## config.mk

```make
export PLATFORM = sky130hd
export DESIGN_NAME = uart_command_word_parser
export DESIGN_NICKNAME = d
export VERILOG_FILES = /design/src/sv/ucwp_pkg.sv /design/src/sv/ucwp_msg_state.sv /design/src/sv/ucwp_matcher.sv /design/src/sv/uart_command_word_parser.sv
export SDC_FILE = /design/constraint.sdc
export NUM_CORES = 1
export LEC_CHECK = 0
export ABC_AREA = 1
export CORE_MARGIN = 2
export CORE_UTILIZATION = 45
export DETAILED_ROUTE_END_ITERATION = 8
export DONT_BUFFER_PORTS = 1
export PLACE_DENSITY_LB_ADDON = 0.05
export SLEW_MARGIN = 10
export SYNTH_ARGS = -nofsm -noshare
export SYNTH_HDL_FRONTEND = slang
export SYNTH_SLANG_ARGS = --single-unit
```

## constraint.sdc

```tcl
create_clock -name clk -period 2.67 [get_ports clk]
set_clock_uncertainty 0.05 [all_clocks]
set_input_delay 0.801 -clock clk [delete_from_list [all_inputs] [get_ports clk]]
set_output_delay 0.801 -clock clk [all_outputs]
set_load 0.1 [all_outputs]
```

## src/sv/ucwp_pkg.sv

```systemverilog
// Shared types, constants and a helper function for the command word parser.
// No dependencies; every other file of the parser imports this package.
`default_nettype none

package ucwp_pkg;

  localparam int KW_COUNT = 4;
  localparam int KW_BYTES = 6;
  localparam int KW_W     = 48;
  localparam int LEN_W    = 4;
  localparam int IDX_W    = 2;
  localparam int CHAR_W   = 8;
  localparam int NUM_W    = 8;

  localparam logic [CHAR_W-1:0] CH_UPPER_A = 8'h41;
  localparam logic [CHAR_W-1:0] CH_LOWER_Z = 8'h7A;
  localparam logic [CHAR_W-1:0] CH_ZERO    = 8'h30;
  localparam logic [CHAR_W-1:0] CH_NINE    = 8'h39;
  localparam logic [CHAR_W-1:0] CH_SPACE   = 8'h20;

  typedef logic [KW_W-1:0] kw_t;

  typedef enum logic [1:0] {
    ST_OK      = 2'd0,
    ST_FORMAT  = 2'd1,
    ST_UNKNOWN = 2'd2
  } status_t;

  typedef struct packed {
    kw_t              word;
    logic [LEN_W-1:0] len;
    logic             too_long;
    logic             spoiled;
    logic             after_space;
    logic             digit_seen;
    logic [NUM_W-1:0] number;
  } msg_t;

  typedef struct packed {
    status_t          status;
    logic [IDX_W-1:0] index;
  } match_t;

  // "LEDON", "LEDOFF", "LCD", "SERVO", first character in the low byte.
  localparam kw_t KW_RESET [KW_COUNT] = '{
    48'h00_4E_4F_44_45_4C,
    48'h46_46_4F_44_45_4C,
    48'h00_00_00_44_43_4C,
    48'h00_4F_56_52_45_53
  };

  // Number of bytes below the first zero byte of a keyword.
  function automatic logic [LEN_W-1:0] kw_length(input kw_t kw);
    logic             done;
    logic [LEN_W-1:0] n;
    done = 1'b0;
    n    = '0;
    for (int i = 0; i < KW_BYTES; i++) begin
      if (!done) begin
        if (kw[8*i +: 8] != 8'h00) begin
          n = n + LEN_W'(1);
        end else begin
          done = 1'b1;
        end
      end
    end
    return n;
  endfunction

endpackage

`default_nettype wire

```

## src/sv/ucwp_msg_state.sv

```systemverilog
// Message state of the command word parser: collects the word and the number.
// Depends on ucwp_pkg; cleared after every end of message.
`default_nettype none

module ucwp_msg_state #(
  parameter int MAX_WORD = 6
) (
  input  wire logic                          clk,
  input  wire logic                          rst_n,
  input  wire logic                          step_en,
  input  wire logic                          step_func,
  input  wire logic [ucwp_pkg::CHAR_W-1:0]   step_char,
  output ucwp_pkg::msg_t                     msg
);
  import ucwp_pkg::*;

  msg_t msg_r;
  msg_t msg_nxt;

  logic is_letter;
  logic is_digit;
  logic [CHAR_W-1:0] digit_val;

  assign is_letter = (step_char >= CH_UPPER_A) && (step_char <= CH_LOWER_Z);
  assign is_digit  = (step_char >= CH_ZERO) && (step_char <= CH_NINE);
  assign digit_val = step_char - CH_ZERO;

  always_comb begin
    msg_nxt = msg_r;
    if (step_en) begin
      if (step_func) begin
        msg_nxt = '0;
      end else if (!msg_r.after_space) begin
        if (is_letter) begin
          if (msg_r.len < LEN_W'(MAX_WORD)) begin
            for (int b = 0; b < KW_BYTES; b++) begin
              if (msg_r.len == LEN_W'(b)) begin
                msg_nxt.word[8*b +: 8] = step_char;
              end
            end
            msg_nxt.len = msg_r.len + LEN_W'(1);
          end else begin
            msg_nxt.too_long = 1'b1;
          end
        end else if (step_char == CH_SPACE) begin
          msg_nxt.after_space = 1'b1;
        end else begin
          msg_nxt.spoiled = 1'b1;
        end
      end else if (is_digit) begin
        msg_nxt.digit_seen = 1'b1;
        msg_nxt.number = (msg_r.number << 3) + (msg_r.number << 1) + digit_val;
      end
    end
  end

  always_ff @(posedge clk) begin
    if (!rst_n) begin
      msg_r <= '0;
    end else begin
      msg_r <= msg_nxt;
    end
  end

  assign msg = msg_r;

endmodule

`default_nettype wire

```

## src/sv/ucwp_matcher.sv

```systemverilog
// Keyword compare of the command word parser: status and lowest matching index.
// Depends on ucwp_pkg; purely combinational.
`default_nettype none

module ucwp_matcher #(
  parameter int NUM_COMMANDS = 4
) (
  input  wire ucwp_pkg::msg_t   msg,
  input  wire ucwp_pkg::kw_t    kw [ucwp_pkg::KW_COUNT],
  output ucwp_pkg::match_t      result
);
  import ucwp_pkg::*;

  logic                word_ok;
  logic [KW_COUNT-1:0] hit;

  assign word_ok = !msg.spoiled && !msg.too_long && (msg.len != '0);

  always_comb begin
    for (int i = 0; i < KW_COUNT; i++) begin
      hit[i] = word_ok && (i < NUM_COMMANDS) && (kw_length(kw[i]) == msg.len);
      for (int b = 0; b < KW_BYTES; b++) begin
        if ((LEN_W'(b) < msg.len) && (kw[i][8*b +: 8] != msg.word[8*b +: 8])) begin
          hit[i] = 1'b0;
        end
      end
    end
  end

  always_comb begin
    result.status = ST_UNKNOWN;
    result.index  = '0;
    if (!msg.after_space || !msg.digit_seen) begin
      result.status = ST_FORMAT;
    end else begin
      for (int i = KW_COUNT - 1; i >= 0; i--) begin
        if (hit[i]) begin
          result.status = ST_OK;
          result.index  = IDX_W'(i);
        end
      end
    end
  end

endmodule

`default_nettype wire

```

## src/sv/uart_command_word_parser.sv

```systemverilog
// Command word parser: one request per cycle unless stalled, a character byte or an end mark.
// An end request is held in the input register, and its result in the result register.
// Throughput: one request per cycle; the input only stalls when an end request
// waits in the input register while the held result is stalled.
// Reset (synchronous, rst_n low) loads the default keywords and clears all
// message state at the next rising clock edge.
`default_nettype none

module uart_command_word_parser #(
  parameter int NUM_COMMANDS = 4,
  parameter int MAX_WORD     = 6
) (
  input  wire logic                          clk,
  input  wire logic                          rst_n,
  input  wire logic                          in_valid,
  output logic                               in_stall,
  input  wire logic                          in_func,
  input  wire logic [ucwp_pkg::CHAR_W-1:0]   in_char_byte,
  output logic                               out_valid,
  input  wire logic                          out_stall,
  output logic [1:0]                         out_status,
  output logic [ucwp_pkg::IDX_W-1:0]         out_cmd_index,
  output logic [ucwp_pkg::NUM_W-1:0]         out_cmd_value,
  input  wire logic                          cfg_we,
  input  wire logic [ucwp_pkg::IDX_W-1:0]    cfg_index,
  input  wire logic [ucwp_pkg::KW_W-1:0]     cfg_data
);
  import ucwp_pkg::*;

  kw_t kw_r [KW_COUNT];

  logic              a_valid_r;
  logic              a_func_r;
  logic [CHAR_W-1:0] a_char_r;
  logic              a_go;
  logic              step_en;
  logic              end_go;

  logic              out_valid_r;
  logic              out_valid_nxt;
  logic [1:0]        out_status_r;
  logic [IDX_W-1:0]  out_index_r;
  logic [NUM_W-1:0]  out_value_r;

  msg_t   msg;
  match_t result;

  always_ff @(posedge clk) begin
    if (!rst_n) begin
      kw_r <= KW_RESET;
    end else if (cfg_we) begin
      kw_r[cfg_index] <= cfg_data;
    end
  end

  assign in_stall = a_valid_r && a_func_r && out_valid_r && out_stall;
  assign a_go     = !in_stall;
  assign step_en  = a_valid_r && a_go;
  assign end_go   = step_en && a_func_r;

  always_ff @(posedge clk) begin
    if (!rst_n) begin
      a_valid_r <= 1'b0;
    end else if (a_go) begin
      a_valid_r <= in_valid;
    end
  end

  always_ff @(posedge clk) begin
    if (a_go && in_valid) begin
      a_func_r <= in_func;
      a_char_r <= in_char_byte;
    end
  end

  ucwp_msg_state #(
    .MAX_WORD (MAX_WORD)
  ) u_msg_state (
    .clk       (clk),
    .rst_n     (rst_n),
    .step_en   (step_en),
    .step_func (a_func_r),
    .step_char (a_char_r),
    .msg       (msg)
  );

  ucwp_matcher #(
    .NUM_COMMANDS (NUM_COMMANDS)
  ) u_matcher (
    .msg    (msg),
    .kw     (kw_r),
    .result (result)
  );

  assign out_valid_nxt = end_go || (out_valid_r && out_stall);

  always_ff @(posedge clk) begin
    if (!rst_n) begin
      out_valid_r <= 1'b0;
    end else begin
      out_valid_r <= out_valid_nxt;
    end
  end

  always_ff @(posedge clk) begin
    if (end_go) begin
      out_status_r <= result.status;
      out_index_r  <= result.index;
      out_value_r  <= msg.number;
    end
  end

  assign out_valid     = out_valid_r;
  assign out_status    = out_status_r;
  assign out_cmd_index = out_index_r;
  assign out_cmd_value = out_value_r;

  // The message state is empty right after an end request has been processed.
  assert property (@(posedge clk) disable iff (!rst_n)
    end_go |=> (msg.len == '0) && !msg.after_space && !msg.digit_seen && !msg.spoiled
               && !msg.too_long && (msg.number == '0))
    else $error("message state not cleared after end of message");

  // The input stalls only while a held result is itself stalled.
  assert property (@(posedge clk) disable iff (!rst_n)
    in_stall |-> (out_valid_r && out_stall))
    else $error("input stalled without a stalled result");

  // A result that is not ok carries index zero.
  assert property (@(posedge clk) disable iff (!rst_n)
    (out_valid_r && (out_status_r != ST_OK)) |-> (out_index_r == '0))
    else $error("nonzero command index on a failed message");

endmodule

`default_nettype wire
```

==> flow_summary.yaml, run 1 <==
logic_synthesis:
  postSynthRegisterBits: 279
  netlist_top_cells_area: "dfxtp_1, nand2_1, nor2_1, o21ai_0, inv_1"
  ys_async_sr_fraction_pct: 0
  mappedNetlistArea_um2: 14500
  synth.largest_area_cell: "dfxtp_1"
  synth_seq_area_share_pct: 39.9
  yosys_warnings: 0
  synth_nets: 2219
  avgSynthCellArea_um2: 6.85
  syn-instance-count: 2123
  synth_top_cell_area_share_pct: 35.5
  netlist-cell-type-count: 43
  dominantRegCellSynth: "dfxtp_1"
  synth-edff-count: 21
die:
  die_height_um: 184
  floorplan.io_pins: 78
  fp.dieW_um: 184
  floorplan_die_area_um2: 33800
  initial_utilization_pct: 45.8
  standard_cell_row_count: 65
  fp.coreArea_um2: 31700
route:
  drt-initial-drc-count: 985
  number_of_search_and_repair_iterations_in_the_first_detailed_routing_pass: 6
  postRouteWirelength_mm: 46.0
  route.detailed.wl_per_inst_um: 17.0
  vias_per_cell: 5.16
  dr_total_vias: 14000
  drtAntennaViolNets: 0
  detail_route.drc_violations: 0
power_and_ir_drop:
  portion_of_total_power_attributed_to_sequential_cells_pct: 43.6
  power.net_switching_w: 0.00274
  power.share.clock_pct: 43.2
  total_power_w: 0.0105
  leakagePower_nw: 8.03
  intPower_w: 0.00780
  power.density_cell_area_nw_per_um2: 591
  power.ir.vdd_worst_mv: 0.515
  switching_share_pct: 26.0
  pwr-share-comb_pct: 13.2
clock_network:
  ctsHtreeMaxLevel: 1
  clkSinkCount: 279
  tritoncts.num_buffers: 31
  cts_tree: "built"
  clock_insertion_delay_worst_skew_ns: 0.56
  clkSlewWorstSetupHoldPaths_ns: 0.06
  clk_root_buffer_cell: "clkbuf_16"
  cts_buffer_depth: 3
run:
  max-cap-violations: 0
sta:
  slew_headroom_pct: 51.3
  final_hold_violations: 0
  fmaxAchievable_mhz: 327
  clock_period_minus_final_worst_setup_slack_ns: 3.06
  setup_repair_after_global_routing_missed_its_margin: "true"
  finalCritPeriodShare_pct: 114
  worst_margin_pin_slew_ns: 0.727
  holdWs_ns: 0.278
  setup_viol: 3
  post-route-worst-setup-slack_ns: -0.385
  timing_max_transition_violations_final: 0
worst_setup_path:
  cpMaxStageDelayCell: "dfxtp_2"
  cp_cell_sequence: "nor2_1, nand2_1, nor2_4, nor2_4, buf_4, ha_1, inv_2, a21oi_2, ha_1, inv_1, nor2_1, nor2_1, a21oi_2, ha_1, nand4_1, nand2_1, nand2_1, nand2_1, nand4_1, nand3_2, nor2_1"
  cp_slowest_stage_delay_ns: 0.32
  critical_path.endpoint_type: "flop"
  critical_path_arrival_ns: 3.32
  worst-setup-path-type: "reg2reg"
  timing.critical_path.from_type: "flop"
  worst_path_max_fanout: 3
  cp_required_ns: 2.94
layout:
  design.final.nets: 2384
  drive_gt1_share_pct: 16.9
  syn2layout_area_growth_pct: 22.7
  finish.utilization_pct: 56.2
  insertedDiodeCount: 0
placed_design:
  dp_hpwl_mm: 32.7
  place.gp.congestion: 0.920
  place.port_buffers: 0
  dp_slack_ns: -0.451
min_path:
  hold_path.class: "in2reg"
global_routing:
  grt_start_max_net_pins: 223
  globalRouteMet2Util_pct: 44.2
  grt.met3_usage_pct: 2.95
  grt_remaining_overflow: 0
  grt_pass1_wl_mm: 71.3
  number_of_global_route_vias_before_repair: 13300
  grt_usage_pct: 27.0
  antenna_found_initial: 1
  gr-usage-met1_pct: 38.1
  top_usage_layer: "met2"
run_status:
  violated_checks: "negative setup slack"
  result_of_the_run: "finished with violations"
==> critical path, delay by kind of cell, from the launching register on <==
kind	cells	cell delay, ns
AND/OR/NAND/NOR	13	1.20
adder cells (fa/ha/maj)	3	0.79
flip-flops	1	0.32
buffers and inverters	3	0.22
AO/OA/AOI/OAI	2	0.21
==> logic make-up (layout without fill, tap and decap cells) <==
family / Yosys count / count (layout) / synth area share (%)
AND/OR/NAND/NOR: 1002 / 1002 / 28.5
AO/OA/AOI/OAI: 372 / 372 / 13.5
buffers and inverters: 330 / 518 / 8.62
flip-flops: 279 / 279 / 39.9
XOR/XNOR: 108 / 108 / 6.50
adder cells (fa/ha/maj): 32 / 32 / 3.01
==> placed cells by master, fill, tap and decap left out, types with 67 or more instances in the layout <==
master	count
xnor2_1	77
nand3_1	80
a21oi_1	130
inv_1	208
buf_4	219
nor2_1	310
dfxtp_1	245
o21ai_0	172
nand4_1	67
nand2_1	486
==> power by group through the flow <==
stage          clock network (W)  registers (W)  logic, W
3_5_place_dp                   0        0.00468   0.00136
5_1_grt                  0.00481        0.00462   0.00156
4_1_cts                  0.00463        0.00459   0.00138
3_3_place_gp                   0        0.00468   0.00134
6_report                 0.00455        0.00460   0.00139
2_1_floorplan                  0        0.00466  0.000919
==> synth_stat cells (2+ instances only) <==
| library cell | count |
|---|---|
| nand3_1 | 84 |
| o21ai_0 | 177 |
| a21oi_1 | 151 |
| buf_2 | 6 |
| a21oi_2 | 3 |
| nor2_4 | 3 |
| nand3b_1 | 2 |
| ha_1 | 27 |
| nand2_1 | 492 |
| o211ai_1 | 23 |
| clkinv_1 | 3 |
| o21ai_1 | 8 |
| nor3_1 | 18 |
| nor2_2 | 2 |
| nor4_1 | 2 |
| xor2_1 | 31 |
| or2_2 | 4 |
| clkbuf_1 | 83 |
| nand2_2 | 2 |
| inv_2 | 10 |
| edfxtp_1 | 21 |
| dfxtp_1 | 258 |
| inv_1 | 226 |
| nor2_1 | 322 |
| xnor2_1 | 77 |
| nand4_1 | 67 |
| fa_1 | 5 |
==> registers in the layout, indices dropped and copies added, names as in the netlist <==
name	cells
out_cmd_index	2
kw_r	192
out_cmd_value	8
a_valid_r	1
out_valid	1
a_char_r	8
u_msg_state.msg	64
out_status	2
a_func_r	1
==> metal layers <==
metal	share of wire, %	up-vias
li1	-	7132
met1	48	6466
met2	45	333
met3	5.8	67
met4	2.1	0
met5	0	-
==> path summary, 6_finish.rpt <==
path / from / endpoint / slack, ns / depth (start not counted)
max: kw_r[144]$_SDFFE_PN0P_ / out_status[1]$_SDFFCE_PP0P_ / -0.39 / 21
min: in_char_byte[1] / a_char_r[1]$_DFFE_PP_ / 0.28 / 0
max reg2reg: kw_r[144]$_SDFFE_PN0P_ / out_status[1]$_SDFFCE_PP0P_ / -0.39 / 21
min reg2reg: u_msg_state.msg[7]$_SDFFE_PN0P_ / out_cmd_value[7]$_DFFE_PP_ / 0.38 / 0
==> cell type report <==
| type | count | area (µm²) |
|---|---|---|
| clock buffers | 43 | 891 |
| clock inverters | 13 | 193 |
| flip-flops and latches | 279 | 5810 |
| fillers | 3071 | 13900 |
| multi-input cells | 1514 | 7810 |
| well taps | 402 | 503 |
| inverters | 239 | 900 |
| repair buffers | 223 | 1720 |
==> through the flow <==
stage,area (µm²),TNS [ns],cells
6_report,17800,-1.13,2713
5_1_grt,17800,-1.89,2713
4_1_cts,17700,-1.08,2709
3_5_place_dp,16500,-1.36,2646
3_3_place_gp,16500,-1.28,2646
2_1_floorplan,14800,-4.49,2123
==> timing repair <==
| action | 4_1_cts | 5_1_grt |
|---|---|---|
| hold buffers | 0 | 0 |
| endpoints found under the hold margin | 0 | 0 |
| setup buffers | 7 | 4 |
| pin swaps | 28 | 19 |
| resized for setup | 15 | 20 |
| setup endpoints to repair | 4 | 4 |
(Power assumes the default switching activity.)
==> run 2, diff against run 1 <==
Settings changed: CORE_ASPECT_RATIO set to 0.75, CORE_MARGIN 2 to unset.
==> flow_summary.yaml, run 2 (synthesized netlist as in run 1, its figures left out) <==
run_status:
  result_of_the_run: "finished with violations"
  violated_checks: "negative setup slack"
clock_network:
  cts_tree: "built"
  ctsHtreeMaxLevel: 1
  clock_insertion_delay_worst_skew_ns: 0.56
  clk_root_buffer_cell: "clkbuf_16"
  clkSinkCount: 279
  hold_buffers: 0
  clkSlewWorstSetupHoldPaths_ns: 0.06
  tritoncts.num_buffers: 29
  cts_buffer_depth: 3
layout:
  syn2layout_area_growth_pct: 21.4
  largest_register: "kw_r"
  layout.cells.most_common_list: "nand2_1, nor2_1, dfxtp_1"
  final_common_cell: "nand2_1"
  design.final.nets: 2374
  largest_register_ffs: 192
  fin_cells: 2707
  insertedDiodeCount: 0
  drive_gt1_share_pct: 17.2
route:
  met2RoutedLength_mm: 18.9
  detail_route.wirelength.met1_mm: 22.4
  dr_total_vias: 14000
  detail_route.drc_violations: 0
  vias_per_cell: 5.17
  drtAntennaViolNets: 0
  route.detailed.wl_per_inst_um: 16.8
  drt-initial-drc-count: 1179
  highest_layer: "met4"
  postRouteWirelength_mm: 45.5
  detailroute.wirelength.met3_mm: 2.86
  number_of_search_and_repair_iterations_in_the_first_detailed_routing_pass: 5
worst_setup_path:
  timing.critical_path.from_type: "flop"
  critical_path_arrival_ns: 3.40
  worst-setup-path-type: "reg2reg"
  critical_path.endpoint_type: "flop"
  cp_slowest_stage_delay_ns: 0.32
  worst_path_max_fanout: 2
  cp_required_ns: 2.93
  cp_cell_sequence: "nor2_2, nand4_1, buf_6, a21oi_4, buf_4, buf_4, buf_4, nand2_1, inv_1, ha_4, nand3_2, nand2_1, ha_2, inv_2, nor2_4, nand3b_1, buf_4, nand3b_1, nor2_1, a21oi_2, nor2_1"
  cpMaxStageDelayCell: "dfxtp_1"
  crit_top_cell: "buf_4"
power_and_ir_drop:
  intPower_w: 0.00716
  power.ir.vdd_worst_mv: 0.423
  power.net_switching_w: 0.00270
  portion_of_total_power_attributed_to_sequential_cells_pct: 46.6
  power.density_cell_area_nw_per_um2: 559
  power.share.clock_pct: 39.3
  leakagePower_nw: 7.89
  switching_share_pct: 27.3
  pwr-share-comb_pct: 14.1
die:
  initial_utilization_pct: 46.1
  floorplan_die_area_um2: 33000
  standard_cell_row_count: 56
  floorplan.io_pins: 78
  fp.dieW_um: 210
  fp.coreArea_um2: 31500
  die_height_um: 158
sta:
  worst_margin_pin_slew_ns: 0.805
  fmaxAchievable_mhz: 319
  post-route-worst-setup-slack_ns: -0.466
  clock_period_minus_final_worst_setup_slack_ns: 3.14
  final_hold_violations: 0
  finalCritPeriodShare_pct: 117
  slew_headroom_pct: 46.1
  timing_max_transition_violations_final: 0
  setup_viol: 3
  holdWs_ns: 0.282
  setup_repair_after_global_routing_missed_its_margin: "true"
global_routing:
  grt_start_max_net_pins: 223
  grt_pass1_wl_mm: 71.5
  antenna_found_initial: 0
  grt_remaining_overflow: 0
  grt_usage_pct: 27.7
  number_of_global_route_vias_before_repair: 13100
placed_design:
  place.gp.congestion: 0.916
  dp_slack_ns: -0.541
  placed_cells_incl_taps: 2643
  place.port_buffers: 0
  dp_hpwl_mm: 32.7
min_path:
  hold_path.class: "in2reg"
run:
  max-cap-violations: 0
==> run 2: changes by cell type in the layout (fill, tap and decap cells not counted), sizes merged <==
cell / previous run / this run
clkbuf: 43 / 42
buf: 223 / 215
bufinv: 5 / 0
clkinv: 8 / 12
==> run 2: per-layer routing <==
metal / vias up / GRT usage (%)
li1: 7114 / -
met4: 0 / 8.13
met5: - / 0
met3: 70 / 4.96
met2: 351 / 42.1
met1: 6447 / 39.9
==> run 2: power groups by stage <==
stage / Sequential [W] / Clock [W] / Combinational (W)
floorplan: 0.00466 / 0 / 0.000919
global route: 0.00462 / 0.00412 / 0.00157
finish: 0.00459 / 0.00388 / 0.00139
CTS: 0.00459 / 0.00394 / 0.00136
detailed placement: 0.00468 / 0 / 0.00134
global placement: 0.00468 / 0 / 0.00132
==> run 2: area by class of cell <==
| class | instances | area [µm²] |
|---|---|---|
| inverter | 239 | 900 |
| tap | 406 | 508 |
| sequential | 279 | 5820 |
| fill | 3082 | 13900 |
| clock inverter | 12 | 57.6 |
| clock buffer | 42 | 835 |
| timing repair buffer | 215 | 1640 |
| multi-input combinational | 1514 | 7890 |
==> run 2: repair_timing <==
action,in CTS,in global routing
pin swaps,40,33
gates resized for setup,27,33
endpoints found under the setup margin,4,4
setup buffers,5,5
==> run 2: path summary, 6_finish.rpt <==
kind / start / end / slack (ns) / cells past startpoint
max: kw_r[106]$_SDFFE_PN1P_ / out_cmd_index[0]$_SDFFCE_PP0P_ / -0.47 / 21
min: in_char_byte[4] / a_char_r[4]$_DFFE_PP_ / 0.28 / 0
max reg2reg: kw_r[106]$_SDFFE_PN1P_ / out_cmd_index[0]$_SDFFCE_PP0P_ / -0.47 / 21
min reg2reg: u_msg_state.msg[7]$_SDFFE_PN0P_ / out_cmd_value[7]$_DFFE_PP_ / 0.39 / 0
==> run 2: critical path, delay by kind of cell, from the launching register on <==
| kind | cells | cell delay (ns) |
|---|---|---|
| AO/OA/AOI/OAI | 2 | 0.24 |
| adder cells (fa/ha/maj) | 2 | 0.37 |
| buffers and inverters | 7 | 0.85 |
| flip-flops | 1 | 0.32 |
| AND/OR/NAND/NOR | 10 | 1.03 |
==> run 2: per-stage QoR <==
| stage | power (W) | setup TNS (ns) | instance area, µm² | utilization (%) |
|---|---|---|---|---|
| 2_1_floorplan | 0.00558 | -4.49 | 14800 | - |
| 4_1_cts | 0.00990 | -1.16 | 17500 | 55.5 |
| 3_3_place_gp | 0.00600 | -1.50 | 16500 | 52.2 |
| 5_1_grt | 0.0103 | -1.79 | 17600 | 56.0 |
| 6_report | 0.00986 | -1.35 | 17600 | 56.0 |
| 3_5_place_dp | 0.00602 | -1.63 | 16500 | 52.2 |
==> run 3, diff against run 2 <==
--- a/constraint.sdc
+++ b/constraint.sdc
@@ -3,3 +3,3 @@
 set_input_delay 0.801 -clock clk [delete_from_list [all_inputs] [get_ports clk]]
 set_output_delay 0.801 -clock clk [all_outputs]
-set_load 0.1 [all_outputs]
+set_load 0.005 [all_outputs]
==> flow_summary.yaml, run 3 (synthesized netlist as in run 1, its figures left out) <==
layout:
  filler_cell_count: 3076
  layout.cells.most_common_list: "nand2_1, nor2_1, dfxtp_1"
  finish.utilization_pct: 55.6
  seq_area_um2: 5810
  insertedDiodeCount: 0
  largest_register: "kw_r"
  multiInputGateArea_um2: 7720
  syn2layout_area_growth_pct: 20.5
  drive_gt1_share_pct: 15.7
  largest_register_ffs: 192
  final_common_cell: "nand2_1"
  design.final.nets: 2373
die:
  die_height_um: 158
  floorplan_die_area_um2: 33000
  fp.coreArea_um2: 31500
  floorplan.io_pins: 78
  standard_cell_row_count: 56
  initial_utilization_pct: 46.1
  fp.dieW_um: 210
power_and_ir_drop:
  power.density_cell_area_nw_per_um2: 572
  portion_of_total_power_attributed_to_sequential_cells_pct: 45.8
  leakagePower_nw: 7.91
  power.net_switching_w: 0.00265
  power.share.clock_pct: 40.8
  pwr-share-comb_pct: 13.4
  power.ir.vdd_worst_mv: 0.466
  switching_share_pct: 26.4
  total_power_w: 0.0100
  intPower_w: 0.00738
clock_network:
  cts_buffer_depth: 3
  cts_tree: "built"
  hold_buffers: 0
  clock_insertion_delay_worst_skew_ns: 0.57
  clkSinkCount: 279
  clkSlewWorstSetupHoldPaths_ns: 0.06
  tritoncts.num_buffers: 29
  ctsHtreeMaxLevel: 1
  clk_root_buffer_cell: "clkbuf_16"
route:
  vias_per_cell: 5.18
  route.detailed.wl_per_inst_um: 17.1
  drtAntennaViolNets: 0
  detail_route.drc_violations: 0
  number_of_search_and_repair_iterations_in_the_first_detailed_routing_pass: 7
  drt-initial-drc-count: 1237
  postRouteWirelength_mm: 46.2
  dr_total_vias: 14000
run_status:
  result_of_the_run: "finished with violations"
  violated_checks: "negative setup slack"
placed_design:
  dp_slack_ns: -0.437
  place.gp.congestion: 0.912
  dp_hpwl_mm: 33.1
  place.port_buffers: 0
sta:
  fmaxAchievable_mhz: 325
  holdWs_ns: 0.276
  final_hold_violations: 0
  setup_viol: 3
  finalCritPeriodShare_pct: 115
  setup_repair_after_global_routing_missed_its_margin: "true"
  timing_max_transition_violations_final: 0
  post-route-worst-setup-slack_ns: -0.409
  clock_period_minus_final_worst_setup_slack_ns: 3.08
  slew_headroom_pct: 30.6
  timing.setup.tns_ns: -1.16
  worst_margin_pin_slew_ns: 1.04
global_routing:
  antenna_found_initial: 1
  grt_pass1_wl_mm: 71.6
  grt_start_max_net_pins: 223
  number_of_global_route_vias_before_repair: 12900
  grt_usage_pct: 28.0
  grt_remaining_overflow: 0
run:
  max-cap-violations: 0
worst_setup_path:
  worst_path_max_fanout: 3
  timing.critical_path.from_type: "flop"
  worst-setup-path-type: "reg2reg"
  critical_path.endpoint_type: "flop"
  critical_path_arrival_ns: 3.34
  cp_required_ns: 2.94
min_path:
  hold_path.class: "in2reg"
==> run 3: cell types whose count changed in the layout (fill, tap and decap cells not counted), sizes merged <==
cell	delta
bufinv	+1
buf	-1
clkbuf	+6
clkinvlp	-1
inv	+1
clkinv	-8
==> run 3: final timing paths <==
| path | cells past startpoint | end | slack, ns | start |
|---|---|---|---|---|
| setup / recovery | 21 | out_status[1]$_SDFFCE_PP0P_ | -0.41 | kw_r[145]$_SDFFE_PN0P_ |
| hold / removal | 1 | kw_r[110]$_SDFFE_PN1P_ | 0.28 | rst_n |
| setup reg to reg | 21 | out_status[1]$_SDFFCE_PP0P_ | -0.41 | kw_r[145]$_SDFFE_PN0P_ |
| hold reg to reg | 0 | out_cmd_value[7]$_DFFE_PP_ | 0.40 | u_msg_state.msg[7]$_SDFFE_PN0P_ |
==> run 3: final cells by class <==
class | count | share of cell area [%]
clock inverters | 5 | 0.328
inverters | 239 | 5.12
flip-flops and latches | 279 | 33.1
repair buffers | 214 | 9.31
multi-input cells | 1514 | 44.1
well taps | 406 | 2.90
clock buffers | 48 | 5.13
==> run 3: through the flow <==
stage               area (µm²)  instances
global route             17500       2705
detailed placement       16300       2645
finish                   17500       2705
floorplan                14600       2123
CTS                      17400       2701
global placement         16300       2645
==> run 3: critical path: stages, from the launching register on <==
cell     delay, ns
dfxtp_1       0.31
nor2_1        0.11
nand2_1       0.10
nor2_4        0.23
nor2_4        0.06
buf_4         0.13
ha_1          0.29
inv_2         0.07
a21oi_2       0.05
ha_1          0.29
inv_1         0.07
nor2_2        0.04
nor2_2        0.11
a21oi_2       0.08
ha_1          0.27
nand4_1       0.09
nand2_1       0.08
nand2_1       0.04
nand2_1       0.07
nand4_1       0.11
nand3_1       0.14
nor2_1        0.05
==> run 3: per-layer routing <==
metal / vias up / wire [µm] / track usage, %
met1: 6465 / 23000 / 41.3
met5: - / 0 / 0
met3: 65 / 2810 / 3.89
met4: 0 / 942 / 6.19
li1: 7112 / - / -
met2: 363 / 19500 / 43.1
==> run 3: timing repair <==
action	in CTS	in global routing
pin swaps	24	32
setup buffers	3	4
gates resized for setup	13	41
setup endpoints to repair	4	4
==> run 3: power by group through the flow <==
stage          combinational (W)  sequential [W]  clock (W)
4_1_cts                  0.00132         0.00459    0.00416
3_5_place_dp             0.00130         0.00468          0
3_3_place_gp             0.00129         0.00467          0
2_1_floorplan           0.000896         0.00463          0
5_1_grt                  0.00151         0.00462    0.00435
6_report                 0.00134         0.00459    0.00409
